[config.mk]
export PLATFORM = sky130hd
export DESIGN_NAME = fixed_block_pool_allocator
export DESIGN_NICKNAME = d
export VERILOG_FILES = /design/src/fbpa_pkg.sv /design/src/fbpa_bitmap_ram.sv /design/src/fbpa_div.sv /design/src/fixed_block_pool_allocator.sv
export VERILOG_INCLUDE_DIRS = /design/src /design/src/src
export SDC_FILE = /design/constraint.sdc
export NUM_CORES = 1
export LEC_CHECK = 0
export BUFFER_PORTS_ARGS = -buffer_cell sky130_fd_sc_hd__buf_2
export CORE_MARGIN = 3
export CORE_UTILIZATION = 38
export CTS_CLUSTER_DIAMETER = 60
export DETAILED_ROUTE_END_ITERATION = 10
export GPL_TIMING_DRIVEN = 0
export HOLD_SLACK_MARGIN = 0.03
export PLACE_DENSITY_LB_ADDON = 0.3
export SETUP_SLACK_MARGIN = 0.4
export SLEW_MARGIN = 5
export SYNTH_ARGS = -nofsm -noshare
export SYNTH_HDL_FRONTEND = slang
export SYNTH_SLANG_ARGS = --single-unit
[constraint.sdc]
create_clock -name clk -period 11 [get_ports clk]
set_clock_uncertainty 0.2 [all_clocks]
set_input_delay 0.55 -clock clk [delete_from_list [all_inputs] [get_ports clk]]
set_output_delay 0.55 -clock clk [all_outputs]
set_load 0.02 [all_outputs]
[src/fixed_block_pool_allocator_macros.svh]
// ----------------------------------------------------------------------------
// fixed_block_pool_allocator_macros.svh
// Assertion helpers shared by the allocator RTL.
// ----------------------------------------------------------------------------
`ifndef FIXED_BLOCK_POOL_ALLOCATOR_MACROS_SVH
`define FIXED_BLOCK_POOL_ALLOCATOR_MACROS_SVH

// Same-cycle implication, clocked on clk, off during reset.
`define FBPA_ASSERT_IMP(label, pre, post, msg) \
	label: assert property (@(posedge clk) disable iff (!arst_n) (pre) |-> (post)) \
		else $error(msg);

// Next-cycle implication, clocked on clk, off during reset.
`define FBPA_ASSERT_NEXT(label, pre, post, msg) \
	label: assert property (@(posedge clk) disable iff (!arst_n) (pre) |=> (post)) \
		else $error(msg);

`endif

[src/fbpa_pkg.sv]
// ----------------------------------------------------------------------------
// fbpa_pkg
// Sizes, types, codes and FSM states for the block pool allocator.
// ----------------------------------------------------------------------------
package fbpa_pkg;

	localparam int MAX_BLOCKS = 64;

	// bitmap rows
	localparam int WORD_W    = 16;
	localparam int BIT_W     = $clog2(WORD_W);
	localparam int NUM_WORDS = (MAX_BLOCKS + WORD_W - 1) / WORD_W;
	localparam int WADDR_W   = (NUM_WORDS > 1) ? $clog2(NUM_WORDS) : 1;

	localparam int IDX_W  = (MAX_BLOCKS > 1) ? $clog2(MAX_BLOCKS) : 1;
	localparam int CNT_W  = $clog2(MAX_BLOCKS + 1);
	localparam int LIM_W  = (CNT_W > 7) ? CNT_W : 7;
	localparam int PROD_W = IDX_W + 16;

	// divider: 32 / 16, radix 16
	localparam int DIV_BITS_PER_CYC = 4;
	localparam int DIV_CYCLES       = 32 / DIV_BITS_PER_CYC;
	localparam int DIV_CNT_W        = $clog2(DIV_CYCLES);

	// request commands
	typedef enum logic {
		CMD_ALLOC = 1'b0,
		CMD_FREE  = 1'b1
	} cmd_t;

	// register indexes
	typedef enum logic {
		REG_BLOCK_BYTES   = 1'b0,
		REG_BLOCKS_IN_USE = 1'b1
	} reg_idx_t;

	typedef struct packed {
		logic               en;
		logic [WADDR_W-1:0] addr;
		logic [WORD_W-1:0]  data;
	} ram_wr_t;

	typedef struct packed {
		logic        done;
		logic [31:0] quotient;
	} div_res_t;

	typedef enum logic [2:0] {
		ST_IDLE,
		ST_ARD,
		ST_ACHK,
		ST_MUL,
		ST_RES,
		ST_DIV,
		ST_FRD,
		ST_FCHK
	} state_t;

endpackage

[src/fbpa_bitmap_ram.sv]
// ----------------------------------------------------------------------------
// fbpa_bitmap_ram
// Used-bit memory, one row of WORD_W blocks per address, registered read.
// Rows never written read as zero via per-row valid bits.
// ----------------------------------------------------------------------------
module fbpa_bitmap_ram
	import fbpa_pkg::*;
(
	input  logic               clk,
	input  logic               arst_n,
	input  logic               rd_en,
	input  logic [WADDR_W-1:0] rd_addr,
	input  ram_wr_t            wr,
	output logic [WORD_W-1:0]  rd_data
);

	logic [WORD_W-1:0]    mem [NUM_WORDS];
	logic [NUM_WORDS-1:0] row_vld_q;
	logic [WORD_W-1:0]    rd_data_q;

	always_ff @(posedge clk or negedge arst_n) begin
		if (!arst_n) begin
			row_vld_q <= '0;
		end else if (wr.en) begin
			row_vld_q[wr.addr] <= 1'b1;
		end
	end

	always_ff @(posedge clk) begin
		if (wr.en) begin
			mem[wr.addr] <= wr.data;
		end
	end

	always_ff @(posedge clk) begin
		if (rd_en) begin
			rd_data_q <= row_vld_q[rd_addr] ? mem[rd_addr] : '0;
		end
	end

	assign rd_data = rd_data_q;

endmodule

[src/fbpa_div.sv]
// ----------------------------------------------------------------------------
// fbpa_div
// Restoring 32 / 16 divider, four quotient bits a cycle.
// A zero divisor yields an all-ones quotient.
// ----------------------------------------------------------------------------
module fbpa_div
	import fbpa_pkg::*;
(
	input  logic        clk,
	input  logic        arst_n,
	input  logic        start,
	input  logic [31:0] dividend,
	input  logic [15:0] divisor,
	output div_res_t    res
);

	logic                 run_q;
	logic                 done_q;
	logic [DIV_CNT_W-1:0] cnt_q;
	logic [15:0]          dvs_q;
	logic [15:0]          rem_q;
	logic [31:0]          quo_q;
	logic [15:0]          rem_d;
	logic [31:0]          quo_d;

	always_comb begin
		logic [16:0] r17;
		logic [15:0] r;
		logic [31:0] q;
		r = rem_q;
		q = quo_q;
		for (int k = 0; k < DIV_BITS_PER_CYC; k++) begin
			r17 = {1'b0, r};
			r17 = {r17[15:0], q[31]};
			q   = {q[30:0], 1'b0};
			if (r17 >= {1'b0, dvs_q}) begin
				r17  = r17 - {1'b0, dvs_q};
				q[0] = 1'b1;
			end
			r = r17[15:0];
		end
		rem_d = r;
		quo_d = q;
	end

	always_ff @(posedge clk or negedge arst_n) begin
		if (!arst_n) begin
			run_q  <= 1'b0;
			done_q <= 1'b0;
			cnt_q  <= '0;
		end else begin
			done_q <= 1'b0;
			if (start) begin
				run_q <= 1'b1;
				cnt_q <= '0;
			end else if (run_q) begin
				cnt_q <= cnt_q + 1'b1;
				if (cnt_q == DIV_CNT_W'(DIV_CYCLES - 1)) begin
					run_q  <= 1'b0;
					done_q <= 1'b1;
				end
			end
		end
	end

	always_ff @(posedge clk) begin
		if (start) begin
			dvs_q <= divisor;
			rem_q <= '0;
			quo_q <= dividend;
		end else if (run_q) begin
			rem_q <= rem_d;
			quo_q <= quo_d;
		end
	end

	assign res.done     = done_q;
	assign res.quotient = quo_q;

endmodule

[src/fixed_block_pool_allocator.sv]
// ----------------------------------------------------------------------------
// fixed_block_pool_allocator
// Fixed-size block pool with a used bitmap held in a synchronous memory.
// ----------------------------------------------------------------------------
// Usage:
//   Request channel: drive command/free_offset and raise start; the request
//   is taken on a clock edge with start high and busy low. Commands: 0
//   allocates the lowest free block below the block count, 1 frees the block
//   holding free_offset (offset / block_bytes, remainder dropped).
//   Result channel: done pulses for one cycle with ok, block_offset and
//   used_count. The receiver cannot stall; each result is shown once.
//   Flow: one request at a time. An allocate walks the bitmap one row of
//   16 blocks at a time (read state then check state); a hit adds a multiply
//   state and a result state before done, and a failed search ends at the
//   check of the last row. A free runs the radix-16 divider, then one read
//   and one check of the bitmap row before done; when the index is out of
//   range, done follows the divider with no read. A new request may be
//   accepted at the edge that ends the done cycle.
//   Config: APB write at 0 sets block_bytes, at 4 sets blocks_in_use
//   (its use is clamped to MAX_BLOCKS); write only while idle.
//   Reset: bitmap reads all free (row valid bits clear), count zero,
//   block_bytes 64, blocks_in_use 64. No clearing pass is needed.
// ----------------------------------------------------------------------------
`include "fixed_block_pool_allocator_macros.svh"

module fixed_block_pool_allocator
	import fbpa_pkg::*;
(
	input  logic        clk,
	input  logic        arst_n,
	// request
	input  logic        start,
	output logic        busy,
	input  logic        command,
	input  logic [31:0] free_offset,
	// result
	output logic        done,
	output logic        ok,
	output logic [21:0] block_offset,
	output logic [6:0]  used_count,
	// config
	input  logic        psel,
	input  logic        penable,
	input  logic        pwrite,
	input  logic [2:0]  paddr,
	input  logic [31:0] pwdata,
	output logic [31:0] prdata,
	output logic        pready
);

	// ---------------- configuration registers ----------------
	logic [15:0] bb_q;
	logic [6:0]  bib_q;
	logic        cfg_wr;
	logic        cfg_idx;

	assign pready  = 1'b1;
	assign cfg_wr  = psel && penable && pwrite && pready;
	assign cfg_idx = paddr[2];

	always_ff @(posedge clk or negedge arst_n) begin
		if (!arst_n) begin
			bb_q  <= 16'd64;
			bib_q <= 7'd64;
		end else if (cfg_wr) begin
			unique case (cfg_idx)
				REG_BLOCK_BYTES:   bb_q  <= pwdata[15:0];
				REG_BLOCKS_IN_USE: bib_q <= pwdata[6:0];
			endcase
		end
	end

	// reads: word-aligned addresses only
	always_comb begin
		prdata = '0;
		if (paddr[1:0] == 2'b00) begin
			unique case (cfg_idx)
				REG_BLOCK_BYTES:   prdata = {16'b0, bb_q};
				REG_BLOCKS_IN_USE: prdata = {25'b0, bib_q};
			endcase
		end
	end

	// active block count, clamped to the pool size
	logic [LIM_W-1:0] bib_ext;
	logic [LIM_W-1:0] lim;
	logic [31:0]      lim32;

	assign bib_ext = LIM_W'(bib_q);
	assign lim     = (bib_ext > LIM_W'(MAX_BLOCKS)) ? LIM_W'(MAX_BLOCKS) : bib_ext;
	assign lim32   = 32'(lim);

	// ---------------- datapath state ----------------
	state_t             state_q, state_d;
	logic [WADDR_W-1:0] addr_q;
	logic [BIT_W-1:0]   bit_q;
	logic [IDX_W-1:0]   idx_q;
	logic [PROD_W-1:0]  prod_q;
	logic [CNT_W-1:0]   cnt_q, cnt_d;

	// result registers
	logic        done_q;
	logic        ok_q;
	logic [21:0] off_q;
	logic [6:0]  used_q;

	// bitmap and divider hookup
	logic              rd_en;
	ram_wr_t           wr;
	logic [WORD_W-1:0] rd_data;
	logic              div_start;
	div_res_t          div_res;

	fbpa_bitmap_ram u_ram (
		.clk     (clk),
		.arst_n  (arst_n),
		.rd_en   (rd_en),
		.rd_addr (addr_q),
		.wr      (wr),
		.rd_data (rd_data)
	);

	fbpa_div u_div (
		.clk      (clk),
		.arst_n   (arst_n),
		.start    (div_start),
		.dividend (free_offset),
		.divisor  (bb_q),
		.res      (div_res)
	);

	// ---------------- allocate search over one row ----------------
	logic [WORD_W-1:0] free_v;
	logic              row_hit;
	logic [BIT_W-1:0]  hit_pos;
	logic              row_last;

	always_comb begin
		logic [31:0] gidx;
		logic [31:0] next_base;
		free_v = '0;
		for (int b = 0; b < WORD_W; b++) begin
			gidx      = 32'(addr_q) * 32'(WORD_W) + 32'(b);
			free_v[b] = !rd_data[b] && (gidx < lim32);
		end
		hit_pos = '0;
		for (int b = WORD_W - 1; b >= 0; b--) begin
			if (free_v[b]) begin
				hit_pos = BIT_W'(b);
			end
		end
		row_hit   = |free_v;
		next_base = (32'(addr_q) + 32'd1) * 32'(WORD_W);
		row_last  = (addr_q == WADDR_W'(NUM_WORDS - 1)) || (next_base >= lim32);
	end

	// found block index: row address and bit position
	logic [WADDR_W+BIT_W-1:0] hit_idx;
	assign hit_idx = {addr_q, hit_pos};

	// free target checks
	logic q_in_range;
	assign q_in_range = div_res.quotient < lim32;

	// ---------------- control ----------------
	logic cnt_inc, cnt_dec;
	logic fin, fin_ok, fin_off;
	logic ld_first, ld_next, ld_free, ld_idx;

	always_comb begin
		state_d   = state_q;
		rd_en     = 1'b0;
		wr.en     = 1'b0;
		wr.addr   = addr_q;
		wr.data   = rd_data;
		div_start = 1'b0;
		cnt_inc   = 1'b0;
		cnt_dec   = 1'b0;
		fin       = 1'b0;
		fin_ok    = 1'b0;
		fin_off   = 1'b0;
		ld_first  = 1'b0;
		ld_next   = 1'b0;
		ld_free   = 1'b0;
		ld_idx    = 1'b0;
		unique case (state_q)
			ST_IDLE: begin
				if (start) begin
					if (command == CMD_ALLOC) begin
						ld_first = 1'b1;
						state_d  = ST_ARD;
					end else begin
						div_start = 1'b1;
						state_d   = ST_DIV;
					end
				end
			end
			ST_ARD: begin
				rd_en   = 1'b1;
				state_d = ST_ACHK;
			end
			ST_ACHK: begin
				if (row_hit) begin
					wr.en            = 1'b1;
					wr.data[hit_pos] = 1'b1;
					cnt_inc          = 1'b1;
					ld_idx           = 1'b1;
					state_d          = ST_MUL;
				end else if (row_last) begin
					fin     = 1'b1;
					state_d = ST_IDLE;
				end else begin
					ld_next = 1'b1;
					state_d = ST_ARD;
				end
			end
			ST_MUL: begin
				state_d = ST_RES;
			end
			ST_RES: begin
				fin     = 1'b1;
				fin_ok  = 1'b1;
				fin_off = 1'b1;
				state_d = ST_IDLE;
			end
			ST_DIV: begin
				if (div_res.done) begin
					if (q_in_range) begin
						ld_free = 1'b1;
						state_d = ST_FRD;
					end else begin
						fin     = 1'b1;
						state_d = ST_IDLE;
					end
				end
			end
			ST_FRD: begin
				rd_en   = 1'b1;
				state_d = ST_FCHK;
			end
			ST_FCHK: begin
				fin     = 1'b1;
				state_d = ST_IDLE;
				if (rd_data[bit_q]) begin
					wr.en          = 1'b1;
					wr.data[bit_q] = 1'b0;
					cnt_dec        = 1'b1;
					fin_ok         = 1'b1;
				end
			end
			default: begin
				state_d = ST_IDLE;
			end
		endcase
	end

	// count never goes below zero
	always_comb begin
		cnt_d = cnt_q;
		if (cnt_inc) begin
			cnt_d = cnt_q + 1'b1;
		end else if (cnt_dec && (cnt_q != '0)) begin
			cnt_d = cnt_q - 1'b1;
		end
	end

	always_ff @(posedge clk or negedge arst_n) begin
		if (!arst_n) begin
			state_q <= ST_IDLE;
			cnt_q   <= '0;
			done_q  <= 1'b0;
		end else begin
			state_q <= state_d;
			cnt_q   <= cnt_d;
			done_q  <= fin;
		end
	end

	// payload registers, no reset
	logic [31:0] prod32;
	logic [31:0] cnt32;

	assign prod32 = 32'(prod_q);
	assign cnt32  = 32'(cnt_d);

	always_ff @(posedge clk) begin
		if (ld_first) begin
			addr_q <= '0;
		end else if (ld_next) begin
			addr_q <= addr_q + 1'b1;
		end else if (ld_free) begin
			addr_q <= div_res.quotient[BIT_W +: WADDR_W];
		end
		if (ld_free) begin
			bit_q <= div_res.quotient[BIT_W-1:0];
		end
		if (ld_idx) begin
			idx_q <= IDX_W'(hit_idx);
		end
		if (state_q == ST_MUL) begin
			prod_q <= PROD_W'(idx_q) * PROD_W'(bb_q);
		end
		if (fin) begin
			ok_q   <= fin_ok;
			off_q  <= fin_off ? prod32[21:0] : 22'd0;
			used_q <= cnt32[6:0];
		end
	end

	assign busy         = (state_q != ST_IDLE);
	assign done         = done_q;
	assign ok           = ok_q;
	assign block_offset = off_q;
	assign used_count   = used_q;

	// ---------------- assertions ----------------
	`FBPA_ASSERT_IMP(a_done_has_request, done_q, $past(busy), "result with no request in flight")
	`FBPA_ASSERT_NEXT(a_accept_goes_busy, start && !busy, busy, "accepted request left block idle")
	`FBPA_ASSERT_IMP(a_count_bound, 1'b1, 32'(cnt_q) <= 32'(MAX_BLOCKS), "used count above pool size")
	`FBPA_ASSERT_IMP(a_fail_zero_offset, done_q && !ok_q, off_q == 22'd0, "failed request with offset")
	`FBPA_ASSERT_IMP(a_write_in_check, wr.en, (state_q == ST_ACHK) || (state_q == ST_FCHK),
		"bitmap write outside a check state")

endmodule
==> results of run 1 <==
## critical path: cells and delay by family (launching register included)
family	cells	cell delay, ns
fa+ha+maj	4	0.95
simple gates	10	2.47
compound gates	20	3.86
mux	3	1.00
flops	1	0.34
buf+inv	10	1.29
## state kept, by name, summed over array words and instances (netlist names)
register         cells
u_ram.mem           64
u_div.quo_q         32
block_offset        22
prod_q              22
bb_q                16
u_div.dvs_q         16
u_div.rem_q         16
u_ram.rd_data       16
bib_ext              7
cnt_q                7
used_count           7
idx_q                6
bit_q                4
u_ram.row_vld_q      4
state_q              3
u_div.cnt_q          3
addr_q               2
done                 1
ok                   1
u_div.done_q         1
u_div.run_q          1
## cell usage in the layout, fill, tap and decap left out, types with 41 or more instances in the layout
master	count
mux2_2	51
fa_1	61
buf_4	57
nor2_1	102
ha_1	92
xnor2_1	41
a21oi_1	62
buf_2	104
edfxtp_1	190
clkbuf_1	49
nand2_1	220
and2_1	56
o21ai_0	66
inv_1	123
dfrtp_1	41
## worst min path at each step
stage	from	end	slack, ns	depth (start not counted)
global route	pwdata[6]	bib_ext[6]	0.04	2
floorplan	arst_n	bb_q[0]	0.05	0
CTS	pwdata[6]	bib_ext[6]	0.03	2
finish	free_offset[24]	u_div.quo_q[24]	0.05	3
detailed placement	u_ram.row_vld_q[3]	u_ram.row_vld_q[3]	0.25	1
global placement	u_ram.row_vld_q[3]	u_ram.row_vld_q[3]	0.25	1
## cells by family (layout without fill, tap and decap cells)
family / Yosys count / count (layout) / share of synthesized area (%)
DFF: 251 / 251 / 41.4
buffers and inverters: 202 / 422 / 4.92
xor gates and xnor gates: 63 / 63 / 3.20
adders and majority gates: 176 / 176 / 15.4
muxes: 115 / 115 / 8.68
AOI/OAI and AO/OA: 283 / 283 / 10.8
other: 2 / 18 / 0.0435
and+or+nand+nor: 559 / 559 / 15.5
## final cells by class
class                   count  area, sq um
diodes                      1         2.50
flip-flops and latches    251         7140
clock inverters            11          143
repair buffers            165         1090
well taps                 592          741
fillers                  4154        23800
clock buffers              44          863
plain buffers              68          400
multi-input cells        1213         9780
inverters                 134          505
## timing repair
item                                    4_1_cts  5_1_grt
pin swaps                                    18       22
hold buffers                                 15        0
resized for setup                            71       34
setup buffers                                25       15
gates cloned                                  0        0
endpoints found under the setup margin       17       17
endpoints found under the hold margin        50        0
## through the flow
step	worst slack [ns]	TNS, ns	utilization [%]
detailed placement	-1.45	-21.31	42.1
finish	0.744	0	46.4
global route	0.354	0	46.4
global placement	-1.26	-18.11	41.7
CTS	0.404	0	45.8
floorplan	0.436	0	-
## layer usage
metal / vias to the layer above / share of wire [%]
met4: 2 / 2.7
met2: 329 / 48
met1: 6416 / 44
li1: 6258 / -
met5: - / 0.029
met3: 78 / 5.7
==> metrics.md, run 1 <==
| Metric | Value |
|---|---|
| FP Rows | 77 |
| Clock root buffer | clkbuf_16 |
| Clk pin slew, worst setup/hold paths | 0.06 ns |
| Largest net degree at the start of global routing | 44 |
| CORE AREA | 44500 sq um |
| CTS max path bufs | 3 |
| Met2 Use GR | 30.8% |
| Cell accounting for the most synthesized area | edfxtp_1 |
| GP Congestion | 0.910 |
| HPWL Detailed | 34.7 mm |
| Post-synthesis sequential area ratio | 41.4% |
| Most common cell on crit path | a21oi_2 |
| Layout Cells excl Fill | 2479 |
| Most frequent cell after synthesis | nand2_1 |
| #FFs+latches synth | 251 |
| Avg Cell Area, Syn | 10.5 sq um |
| Hold Crit Class | input pin to flip-flop |
| GR Overflow Total | 0 |
| # H-tree levels | 1 |
| Final Critical Period | 10.26 ns |
| Synth top area share | 33.1% |
| CP startpoint | u_div.dvs_q[3] |
| Layout net count | 2113 |
| Clock latency on the worst-skew pair | 0.60 ns |
| Die W | 219 um |
| Full die area | 48000 sq um |
| Final period util | 93.2% |
| Final Hold Viols | 0 |
| Placed insts | 2368 |
| Placed instance area | 18700 sq um |
| Reg2reg setup slack | 0.74 ns |
| RR Endpoint | u_div.rem_q[2] |
| Most used DFF post-synth | edfxtp_1 |
| Drt wl/cell | 18.2 um |
| Synth cell count leaders | nand2_1, edfxtp_1, inv_1 |
| Drc violations | 0 |
| Reg2Reg Depth | 47 |
| Routed Antenna Nets | 0 |
| WP data required | 11.30 ns |
| Status | completed |
| Crit-path max FO | 10 |
| Antenna violations before repair | 2 |
| Share of layout cells above drive strength 1 | 21.2% |
| Max Freq | 0.0975 GHz |
| Top cells by area, synth | edfxtp_1, ha_1, fa_1 |
| PortBufs | 104 |
| Worst-margin pin slew | 1.37 ns |
| Setup CP Type | flip-flop to flip-flop |
| Post-synth cell types | 81 |
| Post-synth EDFFs | 190 |
| Max_slew headroom | 8.69% |
| Area grow syn2layout | 19.8% |
| Fin Hold WS | 0.0526 ns |
| Most Crowded Layer GR | met2 |
| Max-slew violation count | 0 |
| Mapped Cells | 1651 |
| Max_cap viols | 0 |
| Global-route wire length before repair | 70.0 mm |
| Met1 GRT Util | 24.6% |
| Routed WL | 45.0 mm |
| Clock sink total | 251 |
| CTS tree | yes |
| Max incr delay on CP | 0.54 ns |
| Vias per cell | 5.28 |
| Post-synth ARST share | 17.1% |
| Reg2reg start | u_div.dvs_q[3] |
| Syn Std Cell Area | 17300 sq um |
| Vias | 13.1k |
| Critical path arrival | 10.55 ns |
| End of the critical path | u_div.rem_q[2] |
| Final setup fails | 0 |
| Initial DRC count | 715 |
| Worst path slowest cell | or4_4 |
| Vias in the first global route | 12.9k |
| CP Capture Type | flip-flop |
| Drt pass-1 iters | 7 |
| Yosys synthesis warning count | 0 |
| TritonCTS Buffers | 30 |
| Unrepaired setup endpoints after global routing | no |
| Chip height | 219 um |
| Total track usage | 18.4% |
| Worst setup SP type | flip-flop |
| Design Area, Final | 20700 sq um |
| Num ports | 139 |
| GR Util met3 | 3.16% |
| Initial Utilization | 38.8% |
Power of run 1 is not shown: default switching activity piles up to over one toggle a cycle in this logic, so the estimate is an artifact.
==> run 2, diff against run 1 <==
--- a/config.mk
+++ b/config.mk
@@ -17,3 +17,2 @@
 export SETUP_SLACK_MARGIN = 0.4
-export SLEW_MARGIN = 5
 export SYNTH_ARGS = -nofsm -noshare
--- a/constraint.sdc
+++ b/constraint.sdc
@@ -4,2 +4,2 @@
 set_output_delay 0.55 -clock clk [all_outputs]
-set_load 0.02 [all_outputs]
+set_load 0.01 [all_outputs]
==> metrics.md, run 2 (synthesis gave the netlist of run 1 again) <==
| Metric | Value |
|---|---|
| Status | completed |
| CTS tree | yes |
| Full die area | 48000 sq um (unchanged) |
| Num ports | 139 (unchanged) |
| Max_cap viols | 0 (unchanged) |
| Final period util | 94.2% (+0.95 points) |
| Crit path buf inv count | 21 (+11) |
| # H-tree levels | 1 (unchanged) |
| Commonest non-fill, non-tap cell in the layout | nand2_1 |
| Crit-path max FO | 8 (-2) |
| Reg with most FFs | u_ram.mem |
| Drt pass-1 iters | 6 (-1) |
| Final Critical Period | 10.36 ns (+0.104 ns) |
| Final Hold Viols | 0 (unchanged) |
| Reg2Reg Depth | 56 (+19%) |
| Share of layout cells above drive strength 1 | 23.3% (+2.1 points) |
| Critical path arrival | 10.64 ns (+0.09 ns) |
| HPWL Detailed | 34.6 mm (-0.19%) |
| Destination of the worst hold path | u_div.quo_q[16] |
| FP Rows | 77 (unchanged) |
| Most frequent cells in the layout | nand2_1, edfxtp_1, inv_1 |
| Met1 GRT Util | 24.7% (+0.073 points) |
| Clk pin slew, worst setup/hold paths | 0.06 ns (about the same) |
| PortBufs | 104 (unchanged) |
| Fin Hold WS | 0.0536 ns (+0.000992 ns) |
| Chip height | 219 um (unchanged) |
| Hold Path Origin | free_offset[16] |
| Drc violations | 0 (unchanged) |
| RR Endpoint | u_div.rem_q[9] |
| Die W | 219 um (unchanged) |
| GR Util met3 | 3.30% (+0.14 points) |
| Final setup fails | 0 (unchanged) |
| CTS max path bufs | 3 (unchanged) |
| Largest net degree at the start of global routing | 44 (unchanged) |
| Max FFs per register | 64 (unchanged) |
| Initial DRC count | 781 (+9.2%) |
| Initial Utilization | 38.8% (unchanged) |
| Min-Delay Path Depth | 3 (unchanged) |
| Most common cell on crit path | buf_4 |
| Vias | 13.2k (+0.64%) |
| Max Freq | 0.0965 GHz (-1.0%) |
| Worst-margin pin slew | 1.26 ns (-0.103 ns) |
| Vias in the first global route | 13.0k (+0.66%) |
| Most Crowded Layer GR | met2 |
| Max incr delay on CP | 0.49 ns (-0.05 ns) |
| Hold Crit Class | input pin to flip-flop |
| Max_slew headroom | 15.6% (+6.9 points) |
| Worst path slowest cell | or4b_4 |
| CP top delay family | compound AO/OA/AOI/OAI gates |
| Regs by FF count | u_ram.mem (64), u_div.quo_q (32) |
| Routed WL | 45.9 mm (+1.9%) |
| Routed Antenna Nets | 0 (unchanged) |
| Total track usage | 18.6% (+0.16 points) |
| Unrepaired setup endpoints after global routing | no |
| TritonCTS Buffers | 29 (-3.3%) |
| Layout net count | 2146 (+1.6%) |
| Vias per cell | 5.24 (-0.68%) |
| CP Capture Type | flip-flop |
| Drt wl/cell | 18.3 um (+0.52%) |
| WP data required | 11.28 ns (-0.02 ns) |
| Worst setup SP type | flip-flop |
| Reg2reg setup slack | 0.64 ns (-0.10 ns) |
| Max-slew violation count | 0 (unchanged) |
| CORE AREA | 44500 sq um (unchanged) |
| Antenna violations before repair | 2 (unchanged) |
| Clock latency on the worst-skew pair | 0.58 ns (-0.02 ns) |
| Reg2reg start | u_div.dvs_q[10] |
| Setup CP Type | flip-flop to flip-flop |
| GR Overflow Total | 0 (unchanged) |
| GP Congestion | 0.910 (unchanged) |
| Clock sink total | 251 (unchanged) |
| Global-route wire length before repair | 70.5 mm (+0.78%) |
| Clock root buffer | clkbuf_16 |
| Met2 Use GR | 30.9% (+0.13 points) |
| Area grow syn2layout | 22.7% |
-- run 2: cell count changes in the layout (fill, tap and decap cells not counted), sizes merged --
cell         change
dlygate4sd3      -1
bufinv           +1
clkbuf           +3
clkinvlp         -3
clkinv           -2
buf             +35
-- run 2: layer usage --
metal  up-vias  part of all wire, %
li1       6310                    -
met1      6423                   44
met2       346                   48
met3        86                  5.5
met4         2                  3.0
met5         -                0.035
-- run 2: repair_timing --
| item | in CTS | in global routing |
|---|---|---|
| endpoints found under the setup margin | 17 | 17 |
| endpoints found under the hold margin | 45 | 0 |
| buffers inserted | 40 | 35 |
| hold buffers | 14 | 0 |
| pin swaps | 20 | 37 |
| gates resized for setup | 70 | 77 |
-- run 2: worst max-delay path by stage --
stage                     from        endpoint  slack (ns)  cells after the start
2_1_floorplan   u_div.dvs_q[1]  u_div.rem_q[2]        0.44                     46
3_3_place_gp    u_div.dvs_q[1]  u_div.rem_q[7]       -1.26                     46
3_5_place_dp    u_div.dvs_q[1]  u_div.rem_q[2]       -1.44                     46
4_1_cts         u_div.dvs_q[3]  u_div.rem_q[2]        0.41                     48
5_1_grt         u_div.dvs_q[3]  u_div.rem_q[9]        0.31                     59
6_report       u_div.dvs_q[10]  u_div.rem_q[9]        0.64                     56
-- run 2: through the flow --
step / util (%) / setup WS (ns) / instances / instance area (sq um) / setup TNS [ns]
6_report: 47.6 / 0.640 / 2512 / 21200 / 0
2_1_floorplan: - / 0.436 / 1666 / 17300 / 0
3_3_place_gp: 41.7 / -1.26 / 2362 / 18600 / -18.11
3_5_place_dp: 42.1 / -1.44 / 2368 / 18700 / -21.36
4_1_cts: 46.0 / 0.411 / 2476 / 20500 / 0
5_1_grt: 47.6 / 0.310 / 2512 / 21200 / 0
-- run 2: worst register-to-register path: cells and delay by family (launching register included) --
family / cells / cell delay (ns)
AOI/OAI and AO/OA: 20 / 3.72
buffers and inverters: 21 / 2.74
and+or+nand+nor: 7 / 1.17
muxes: 4 / 1.12
adders and majority gates: 4 / 0.97
DFF: 1 / 0.37
-- run 2: cell type report --
cell class | count | area [sq um]
diodes | 1 | 2.50
plain buffers | 68 | 405
clock buffers | 47 | 906
clock inverters | 7 | 128
fillers | 4150 | 23300
inverters | 134 | 510
multi-input cells | 1213 | 9980
flip-flops and latches | 251 | 7140
well taps | 592 | 741
repair buffers | 199 | 1370
Power of run 2 is left out for the same reason.
